[src/rtl/dq_pkg.sv]
// dq_pkg: shared types and constants for the int32 to bfloat16 dequantizer
// no dependencies
package dq_pkg;

    localparam logic [15:0] BF16_QNAN  = 16'h7FC0;
    localparam logic [15:0] BF16_INF   = 16'h7F80;
    localparam logic [15:0] BF16_QUIET = 16'h0040;

    // special-case class decided at the first stage
    typedef enum logic [1:0] {
        CLS_NORMAL = 2'd0,
        CLS_NAN    = 2'd1,
        CLS_INF    = 2'd2,
        CLS_QNAN   = 2'd3
    } cls_t;

endpackage

[src/rtl/int32_scale_dequant_to_bf16.sv]
// int32_scale_dequant_to_bf16: top level, five-stage float pipeline
// depends on dq_pkg
//
// Usage
//   s_ channel: one request carries s_acc_value (signed int32) and s_scale_bits
//   (float32 bits). m_ channel returns m_result_bits, the bfloat16 bits of
//   acc * scale / 256 with round-to-nearest-even at every float32 step.
//   Both channels use valid/ready; a request is taken when valid and ready
//   are both high.
//   Throughput is one request per cycle: every stage advances together
//   whenever the output register is empty or being drained.
//   The stages are: magnitude and leading-zero count, accumulator rounding
//   and mantissa product, product normalization and float32 rounding with
//   gradual underflow, scaling by 2^-8 with float32 rounding, bfloat16
//   rounding and packing.
//   A synchronous active-low aresetn clears all valid bits; no request is
//   in flight afterwards.
//   When m_ready is low with a result waiting, the whole pipeline holds and
//   s_ready drops, so nothing is lost or repeated.
module int32_scale_dequant_to_bf16 (
    input  logic        aclk,
    input  logic        aresetn,
    input  logic        s_valid,
    output logic        s_ready,
    input  logic [31:0] s_acc_value,
    input  logic [31:0] s_scale_bits,
    output logic        m_valid,
    input  logic        m_ready,
    output logic [15:0] m_result_bits
);

    logic adv;
    logic [4:0] v_reg;

    assign adv     = !v_reg[4] || m_ready;
    assign s_ready = adv;
    assign m_valid = v_reg[4];

    // valid bits
    always_ff @(posedge aclk) begin
        if (!aresetn) begin
            v_reg <= '0;
        end else if (adv) begin
            v_reg <= {v_reg[3:0], s_valid};
        end
    end

    // stage 1: classify, int to float32 (exact integer mantissa kept, rnd later)
    logic [31:0] mag1;
    logic [4:0]  lz1;
    logic        zero1;
    always_comb begin
        mag1 = s_acc_value[31] ? (~s_acc_value + 32'd1) : s_acc_value;
        lz1 = 5'd0;
        for (int i = 0; i < 32; i++) begin
            if (mag1[i]) lz1 = 5'(31 - i);
        end
        zero1 = (mag1 == 32'd0);
    end

    dq_pkg::cls_t cls1_reg;
    logic [15:0]  spec1_reg;
    logic         sgn1_reg, az1_reg;
    logic [31:0]  mag1_reg;
    logic [4:0]   lz1_reg;
    logic [31:0]  sb1_reg;
    always_ff @(posedge aclk) begin
        if (adv) begin
            if (s_scale_bits[30:23] == 8'hFF) begin
                if (s_scale_bits[22:0] != 23'd0) begin
                    cls1_reg  <= dq_pkg::CLS_NAN;
                end else if (zero1) begin
                    cls1_reg  <= dq_pkg::CLS_QNAN;
                end else begin
                    cls1_reg  <= dq_pkg::CLS_INF;
                end
            end else begin
                cls1_reg <= dq_pkg::CLS_NORMAL;
            end
            spec1_reg <= s_scale_bits[31:16] | dq_pkg::BF16_QUIET;
            sgn1_reg  <= s_acc_value[31] ^ s_scale_bits[31];
            az1_reg   <= zero1;
            mag1_reg  <= mag1;
            lz1_reg   <= lz1;
            sb1_reg   <= s_scale_bits;
        end
    end

    // stage 2: round int to 24 bits, normalize scale (subnormal too)
    logic [31:0] nm2;
    logic [24:0] ar2;
    logic [23:0] am2;
    logic signed [10:0] ae2;
    logic [23:0] sm2;
    logic [4:0]  slz2;
    logic signed [10:0] se2;
    logic        sz2;
    always_comb begin
        nm2 = mag1_reg << lz1_reg;
        ar2 = {1'b0, nm2[31:8]} +
              25'(nm2[7] && (nm2[6:0] != 7'd0 || nm2[8]));
        if (ar2[24]) begin
            am2 = ar2[24:1];
            ae2 = 11'sd32 - 11'(lz1_reg);
        end else begin
            am2 = ar2[23:0];
            ae2 = 11'sd31 - 11'(lz1_reg);
        end
        slz2 = 5'd0;
        for (int i = 0; i < 23; i++) begin
            if (sb1_reg[i]) slz2 = 5'(23 - i);
        end
        sz2 = (sb1_reg[30:0] == 31'd0);
        if (sb1_reg[30:23] == 8'd0) begin
            sm2 = {1'b0, sb1_reg[22:0]} << slz2;
            se2 = -11'sd126 - 11'(slz2);
        end else begin
            sm2 = {1'b1, sb1_reg[22:0]};
            se2 = 11'(sb1_reg[30:23]) - 11'sd127;
        end
    end

    dq_pkg::cls_t cls2_reg;
    logic [15:0]  spec2_reg;
    logic         sgn2_reg, z2_reg;
    logic [47:0]  p2_reg;
    logic signed [10:0] e2_reg;
    always_ff @(posedge aclk) begin
        if (adv) begin
            cls2_reg  <= cls1_reg;
            spec2_reg <= spec1_reg;
            sgn2_reg  <= sgn1_reg;
            z2_reg    <= az1_reg || sz2;
            p2_reg    <= am2 * sm2;
            e2_reg    <= ae2 + se2;
        end
    end

    // stage 3: normalize the product to 1.x and round it to float32
    // product value = p * 2^(e-46); subnormal if biased exp <= 0
    logic [47:0] pn3;
    logic signed [10:0] pe3;
    logic [6:0]  sh3;
    logic [48:0] sx3;
    logic [24:0] r3;
    logic [23:0] m3;
    logic signed [10:0] e3;
    always_comb begin
        if (p2_reg[47]) begin
            pn3 = p2_reg;
            pe3 = e2_reg + 11'sd1;
        end else begin
            pn3 = {p2_reg[46:0], 1'b0};
            pe3 = e2_reg;
        end
        if (pe3 > -11'sd127) sh3 = 7'd0;
        else if (pe3 < -11'sd150) sh3 = 7'd25;
        else sh3 = 7'(-11'sd126 - pe3);
        sx3 = {pn3, 1'b0} >> sh3;
        r3 = {1'b0, sx3[48:25]} +
             25'(sx3[24] && ((sx3[23:0] != 24'd0) || sx3[25] ||
                 (({pn3, 1'b0} & ~(49'h1FFFFFFFFFFFF << sh3)) != 49'd0)));
        if (r3[24]) begin
            m3 = r3[24:1];
            e3 = pe3 + 11'sd1;
        end else begin
            m3 = r3[23:0];
            e3 = (m3[23]) ? pe3 : -11'sd127;
        end
        if (sh3 != 7'd0) e3 = m3[23] ? -11'sd126 : -11'sd127;
    end

    dq_pkg::cls_t cls3_reg;
    logic [15:0]  spec3_reg;
    logic         sgn3_reg, z3_reg, inf3_reg;
    logic [23:0]  m3_reg;
    logic signed [10:0] e3_reg;
    always_ff @(posedge aclk) begin
        if (adv) begin
            cls3_reg  <= cls2_reg;
            spec3_reg <= spec2_reg;
            sgn3_reg  <= sgn2_reg;
            z3_reg    <= z2_reg;
            m3_reg    <= m3;
            e3_reg    <= e3;
            inf3_reg  <= (e3 > 11'sd127);
        end
    end

    // stage 4: scale by 2^-8 and round again to float32 (subnormal shift)
    logic [6:0]  sh4b;
    logic [24:0] sx4b;
    logic [23:0] rm4;
    logic [31:0] f4;
    always_comb begin
        // value m3 * 2^(e3-23) times 2^-8
        if (m3_reg == 24'd0) begin
            sh4b = 7'd0;
        end else if (m3_reg[23] && (e3_reg - 11'sd8) > -11'sd127) begin
            sh4b = 7'd0;
        end else begin
            sh4b = m3_reg[23] ? 7'(-11'sd126 - (e3_reg - 11'sd8))
                              : 7'd8;
            if (sh4b > 7'd25) sh4b = 7'd25;
        end
        sx4b = {m3_reg, 1'b0} >> sh4b;
        rm4 = sx4b[24:1] + 24'(sx4b[0] &&
              ((({m3_reg, 1'b0} & ~(25'h1FFFFFF << sh4b)) != 25'd0) || sx4b[1]));
        if (sh4b == 7'd0 && m3_reg[23]) begin
            f4 = {1'b0, 8'(e3_reg - 11'sd8 + 11'sd127), m3_reg[22:0]};
        end else begin
            // result subnormal (rm4[23] set means it rounded up to min normal)
            f4 = {1'b0, 8'(rm4[23]), rm4[22:0]};
        end
        if (z3_reg) f4 = 32'd0;
        if (inf3_reg && !z3_reg) f4 = 32'h7F800000;
    end

    dq_pkg::cls_t cls4_reg;
    logic [15:0]  spec4_reg;
    logic         sgn4_reg;
    logic [31:0]  f4_reg;
    always_ff @(posedge aclk) begin
        if (adv) begin
            cls4_reg  <= cls3_reg;
            spec4_reg <= spec3_reg;
            sgn4_reg  <= sgn3_reg;
            f4_reg    <= f4;
        end
    end

    // stage 5: bfloat16 rounding and special cases
    logic [31:0] rb5;
    logic [15:0] out5;
    always_comb begin
        rb5 = f4_reg + 32'h7FFF + 32'(f4_reg[16]);
        case (cls4_reg)
            dq_pkg::CLS_NAN:  out5 = spec4_reg;
            dq_pkg::CLS_QNAN: out5 = dq_pkg::BF16_QNAN;
            dq_pkg::CLS_INF:  out5 = dq_pkg::BF16_INF | {sgn4_reg, 15'd0};
            default: begin
                if (f4_reg[30:23] == 8'd0) out5 = {sgn4_reg, 15'd0};
                else if (f4_reg[30:23] == 8'hFF) out5 = {sgn4_reg, f4_reg[30:16]};
                else out5 = {sgn4_reg, rb5[30:16]};
            end
        endcase
    end

    logic [15:0] res_reg;
    always_ff @(posedge aclk) begin
        if (adv) begin
            res_reg <= out5;
        end
    end
    assign m_result_bits = res_reg;

endmodule
[config.mk]
export PLATFORM = sky130hd
export DESIGN_NAME = int32_scale_dequant_to_bf16
export DESIGN_NICKNAME = d
export VERILOG_FILES = /design/src/rtl/dq_pkg.sv /design/src/rtl/int32_scale_dequant_to_bf16.sv
export SDC_FILE = /design/constraint.sdc
export NUM_CORES = 2
export LEC_CHECK = 0
export BUFFER_PORTS_ARGS = -buffer_cell sky130_fd_sc_hd__buf_2
export CAP_MARGIN = 20
export CORE_MARGIN = 2
export CORE_UTILIZATION = 65
export CTS_CLUSTER_SIZE = 30
export DETAILED_ROUTE_END_ITERATION = 16
export GPL_TIMING_DRIVEN = 0
export HOLD_SLACK_MARGIN = 0.15
export PLACE_DENSITY = 0.8
export RECOVER_POWER = 50
export REMOVE_ABC_BUFFERS = 1
export SYNTH_ARGS = -nofsm -noshare
export SYNTH_HDL_FRONTEND = slang
export SYNTH_SLANG_ARGS = --single-unit
[constraint.sdc]
create_clock -name aclk -period 26 [get_ports aclk]
set_input_delay 1.3 -clock aclk [delete_from_list [all_inputs] [get_ports aclk]]
set_output_delay 1.3 -clock aclk [all_outputs]
set_load 0.03 [all_outputs]
After elaboration in Yosys (flattened, before gate mapping). Cells that the tools add are included.

Magnitude comparators: 5. $mul: 1. Reduce and logical (&&, ||, !) cells: 32. Mux-type cells: 79. Add/sub/neg operators: 17. Shifts and indexed selects: 6. Bitwise logic cells: 7. Equality and inequality tests: 5.

Operators by type and width (count): 5-bit two-way mux (39); 24-bit two-way mux (3); 11-bit two-way mux (6); 31-bit two-way mux (2); 24-bit by 1-bit adder with 25-bit output (2); 49-bit bitwise AND (1); 49-bit inverter (1); 49-bit nonzero test (1); 49-bit by 7-bit << shifter with 49-bit output, first input constant (1); 49-bit by 7-bit >> shifter with 49-bit output (1); 24-bit by 24-bit multiplier with 48-bit output (1); 48-bit two-way mux (1); 16-bit case mux with 3 select lines (1); 7-bit two-way mux (6); 11-bit by 8-bit > comparator with 1-bit output, second input constant (3); 32-bit by 1-bit adder with 32-bit output, second input constant (1); 32-bit zero test (1); 32-bit two-way mux (1); 4-bit two-way mux (8); 32-bit inverter (1); 32-bit by 5-bit << shifter with 32-bit output (1); 31-bit by 1-bit adder with 31-bit output (1); 31-bit by 15-bit adder with 31-bit output, second input constant (1); 31-bit zero test (1); 40 further kinds (67).

Input bits: 68. Bits in registers: 290.

Logic depth before layout (Yosys ltp).
Word-level depth: 34. Gate-level depth with buffers: 51.

Least setup slack after synthesis. OpenSTA, ideal clock, no wires.

Path kind: reg2reg. Start: register lz1_reg[1]. End: register p2_reg[47], data pin. Cell stages (with the launch flop): 50. Slack: 14.746 ns. Setup time: 0.260 ns. Clock period less this slack: 11.254 ns. Required time: 25.740 ns. Arrival: 10.994 ns. Path through: edfxtp_1 > buf_2 > buf_1 > buf_2 > buf_1 > mux2i_1 > nand2_1 > o21ai_0 > nor2_1 > a311oi_1 > a21oi_1 > o21ai_0 > or2_2 > or2_2 > nor2_1 > inv_1 > nor2_1 > clkbuf_1 > (+14 left out) > fa_1 > ha_1 > and3_1 > a221o_1 > a221o_1 > a311o_1 > a21oi_1 > nor2b_1 > o21a_1 > o21ai_0 > o21ai_0 > o21ai_0 > o2111ai_1 > o211ai_1 > inv_1 > a31oi_1 > o21ai_0 > xnor2_1.

Longest elaborated chain between the ends: 7.

RTL lines: start: declaration (RTL line int32_scale_dequant_to_bf16.sv:65) `logic [4:0] lz1_reg;`; start signal: assignment (RTL line int32_scale_dequant_to_bf16.sv:84) `lz1_reg <= lz1;`; 32-bit by 5-bit << shifter with 32-bit output * (RTL line int32_scale_dequant_to_bf16.sv:99) `nm2 = mag1_reg << lz1_reg;`; 7-bit nonzero test (RTL line int32_scale_dequant_to_bf16.sv:101) `25'(nm2[7] && (nm2[6:0] != 7'd0 || nm2[8]));`; 1-bit logical OR (RTL line int32_scale_dequant_to_bf16.sv:101); 1-bit logical AND (RTL line int32_scale_dequant_to_bf16.sv:101); 24-bit by 1-bit adder with 25-bit output * (RTL line int32_scale_dequant_to_bf16.sv:100) `ar2 = {1'b0, nm2[31:8]} +`; 24-bit two-way mux * (RTL line int32_scale_dequant_to_bf16.sv:102) `if (ar2[24]) begin`; 24-bit by 24-bit multiplier with 48-bit output * (RTL line int32_scale_dequant_to_bf16.sv:134) `p2_reg <= am2 * sm2;`; end signal: assignment (RTL line int32_scale_dequant_to_bf16.sv:134); end: declaration (RTL line int32_scale_dequant_to_bf16.sv:126) `logic [47:0] p2_reg;`.

Every way passes the cells marked *; elsewhere a longest branch is shown, timed or not. A chain may end at the register's enable or synchronous reset.

Worst setup path after layout. Ends and elaborated chain as after synthesis.

==> flow_metrics.py <==
metrics = {
    "run_status": {
        "outcome": "complete, but fails checks",
        "violated_checks": "capacitance limit, slew limit",
    },
    "synth": {
        "synth.yosys.seq_area_share": 0.2031,
        "synth.avg_cell_area_sq_um": 8.698,
        "synth_area_leader_cell": "sky130_fd_sc_hd__fa_1",
        "synth-async-reset-ratio": 0,
        "ys.warnings.count": 0,
        "post_synth_main_area_contributors": "sky130_fd_sc_hd__fa_1 24%, sky130_fd_sc_hd__edfxtp_1 20%, sky130_fd_sc_hd__ha_1 6.0%, sky130_fd_sc_hd__inv_1 5.8%, sky130_fd_sc_hd__nand2_1 5.4%",
        "synth-edff-count": 271,
        "syn_inst": 4664,
        "ys.flop_type": "sky130_fd_sc_hd__edfxtp_1",
        "synth.ff_latch_count": 276,
        "synth.top_cell.area_share": 0.2384,
        "post_synth_num_cell_types": 113,
        "synthesis.area_sq_um": 40570,
    },
    "min_path": {
        "holdCritPathClass": "flop to flop",
    },
    "floorplan": {
        "fp.dieArea_sq_um": 64420,
        "initial_utilization": 0.6573,
        "die_width_um": 253.8,
        "placement_rows": 91,
        "core_outline_area_sq_um": 61710,
        "die_h_um": 253.8,
        "ioPinCount": 86,
    },
    "drt": {
        "route.detailed.drc": 0,
        "drtIter0Drc": 3625,
        "route.vias.total": 34740,
        "firstDrtPassIters": 7,
        "detail_route.wl_per_cell_um": 21.54,
        "antenna_violating_nets_post_route": 0,
        "vias_per_instance": 6.339,
        "route.final.wire_length_mm": 118.1,
    },
    "place": {
        "place_hpwl_mm": 91.90,
        "port_buffers": 85,
        "globalplace.congestion": 0.9933,
    },
    "grt": {
        "vias_in_the_first_global_route": 34410,
        "grt_start_max_net_pins": 141,
        "number_of_antenna_violations_at_the_first_check_in_global_routing": 2,
        "grt_usage": 0.3721,
        "grt_first_pass_wirelength_mm": 187.0,
        "overflow": 0,
    },
    "sta": {
        "post-route-min-period_ns": 14.08,
        "final-setup-viol-count": 0,
        "finClkSkew_ns": 0.01652,
        "number_of_failing_hold_endpoints_at_the_final_stage": 0,
        "rsz0062_at_grt": "false",
        "final.period_utilization": 0.5415,
        "worst_slew_pin_tran_ns": 6.674,
        "drv_slew": 279,
        "timing.setup.tns_ns": 0,
        "slew-limit-headroom": -3.450,
        "fmaxAchievable_mhz": 71.03,
    },
    "clock_tree": {
        "cts_repair_resize_count": 0,
        "clk_pin_slew_worst_paths_ns": 0.06,
        "cts_hold_repair.buffers": 0,
        "setup_fix_bufs_post_cts": 0,
        "worstSkewPairLatency_ns": 0.58,
        "numClockSinks": 276,
        "ctsRootBufferMaster": "sky130_fd_sc_hd__clkbuf_16",
        "htree_levels": 1,
        "tritoncts": "done",
        "number_of_buffers_created_by_cts": 30,
        "cts_buffer_depth": 3,
    },
    "cells_and_area": {
        "drive_above_1_share": 0.06827,
        "fillCellCount": 4912,
        "final-seq-area_sq_um": 8238,
        "multi_input_comb_area_sq_um": 29220,
        "layout_commonest_cell": "sky130_fd_sc_hd__inv_1",
        "syn2layout_area_growth_pct": 6.397,
        "nNetsFinal": 5366,
        "insertedDiodeCount": 0,
        "largest_register_ff_count": 48,
        "layout.core_utilization": 0.6994,
        "final_cell_mix": "622 x sky130_fd_sc_hd__inv_1, 581 x sky130_fd_sc_hd__nand2_1, 523 x sky130_fd_sc_hd__nor2_1",
    },
    "worst_setup_path": {
        "cp_slowest_cell": "sky130_fd_sc_hd__edfxtp_1",
        "timing.setup.critical_path_class": "flop to flop",
        "crit_start": "lz1_reg[1]$_SDFFCE_PP0P_",
        "maximum_fanout_along_the_worst_path": 25,
        "timing.critical_path.depth": 42,
        "timing.reg2reg.setup_slack_ns": 11.92,
        "crit_path_start_kind": "flop",
        "worst_path_dominant_cell_family": "compound AO/OA/AOI/OAI gates",
        "crit_path_end": "p2_reg[47]$_DFFE_PP_",
        "worst_r2r_endpoint": "p2_reg[47]$_DFFE_PP_",
        "end_kind": "flop",
        "rr_startpoint": "lz1_reg[1]$_SDFFCE_PP0P_",
        "reg2reg_depth": 42,
        "cp_num_buf_inv": 6,
        "worst_ep_required_time_ns": 26.31,
        "critical_path_at_ns": 14.39,
        "critical_path.most_common_cell": "sky130_fd_sc_hd__o21ai_0",
        "slowest_delay_ns": 0.99,
    },
    "run": {
        "drv_cap": 2,
    },
}
routing by layer:
metal  share of wire  track usage  vias to the layer above
met5         0.00017            0                        -
met4           0.055       0.1745                        4
met3           0.098      0.07416                      465
met2            0.46       0.6043                     1878
met1            0.38       0.4812                    16770
li1                -            -                    15620
worst min-delay path by stage:
stage	slack (ns)	from	to	cells past startpoint
2_1_floorplan	0.40	cls1_reg[0]$_SDFFCE_PP0P_	cls2_reg[0]$_DFFE_PP_	0
3_3_place_gp	0.40	cls3_reg[0]$_DFFE_PP_	cls4_reg[0]$_DFFE_PP_	0
3_5_place_dp	0.40	spec2_reg[3]$_DFFE_PP_	spec3_reg[3]$_DFFE_PP_	0
4_1_cts	0.42	spec2_reg[3]$_DFFE_PP_	spec3_reg[3]$_DFFE_PP_	0
5_1_grt	0.42	spec2_reg[9]$_DFFE_PP_	spec3_reg[9]$_DFFE_PP_	0
6_report	0.42	spec2_reg[12]$_DFFE_PP_	spec3_reg[12]$_DFFE_PP_	0
cell families after synthesis:
kind of cell / Yosys count / synth area share
adder cells (fa/ha/maj): 679 / 0.2988
AND/OR/NAND/NOR: 1648 / 0.1864
AO/OA/AOI/OAI: 803 / 0.1316
XOR/XNOR: 182 / 0.03967
flip-flops: 276 / 0.2031
multiplexers: 221 / 0.05907
buffers and inverters: 855 / 0.08137
final cells by class:
class,instances,share of cell area
well taps,837,0.02426
multi-input cells,3533,0.6771
flip-flops and latches,276,0.1909
clock buffers,35,0.01783
inverters,631,0.05491
clock inverters,21,0.005131
repair buffers,147,0.02989
stage by stage:
stage,area (sq um),setup WS [ns],std cells,hold WS [ns]
floorplan,39630,13.97,4440,0.4003
CTS,43140,11.74,5473,0.4183
finish,43160,11.92,5480,0.4170
global route,43160,11.27,5480,0.4238
global placement,41110,10.67,5362,0.4007
detailed placement,42150,11.76,5417,0.4045
cells in the mapped netlist, drive strengths merged, types with 15 or more instances:
cell type,n
clkbuf,157
nor2b,51
a21oi,185
a21o,20
edfxtp,271
fa,483
inv,628
a31oi,37
xnor2,125
or2,34
or3,16
o21a,26
nor3,74
and2,33
o22ai,22
ha,196
a22oi,23
and3,23
nor4,49
o31ai,28
a21boi,15
nand3,97
buf,67
o21bai,23
mux2,44
mux2i,167
nand4,48
xor2,57
o211ai,33
a211oi,45
nand2,582
o21ai,198
nor2,528
nand2b,65
Power is left out: the tool's default activity adds up to more than one toggle a clock period on the data nets, which glitch-free logic cannot reach.
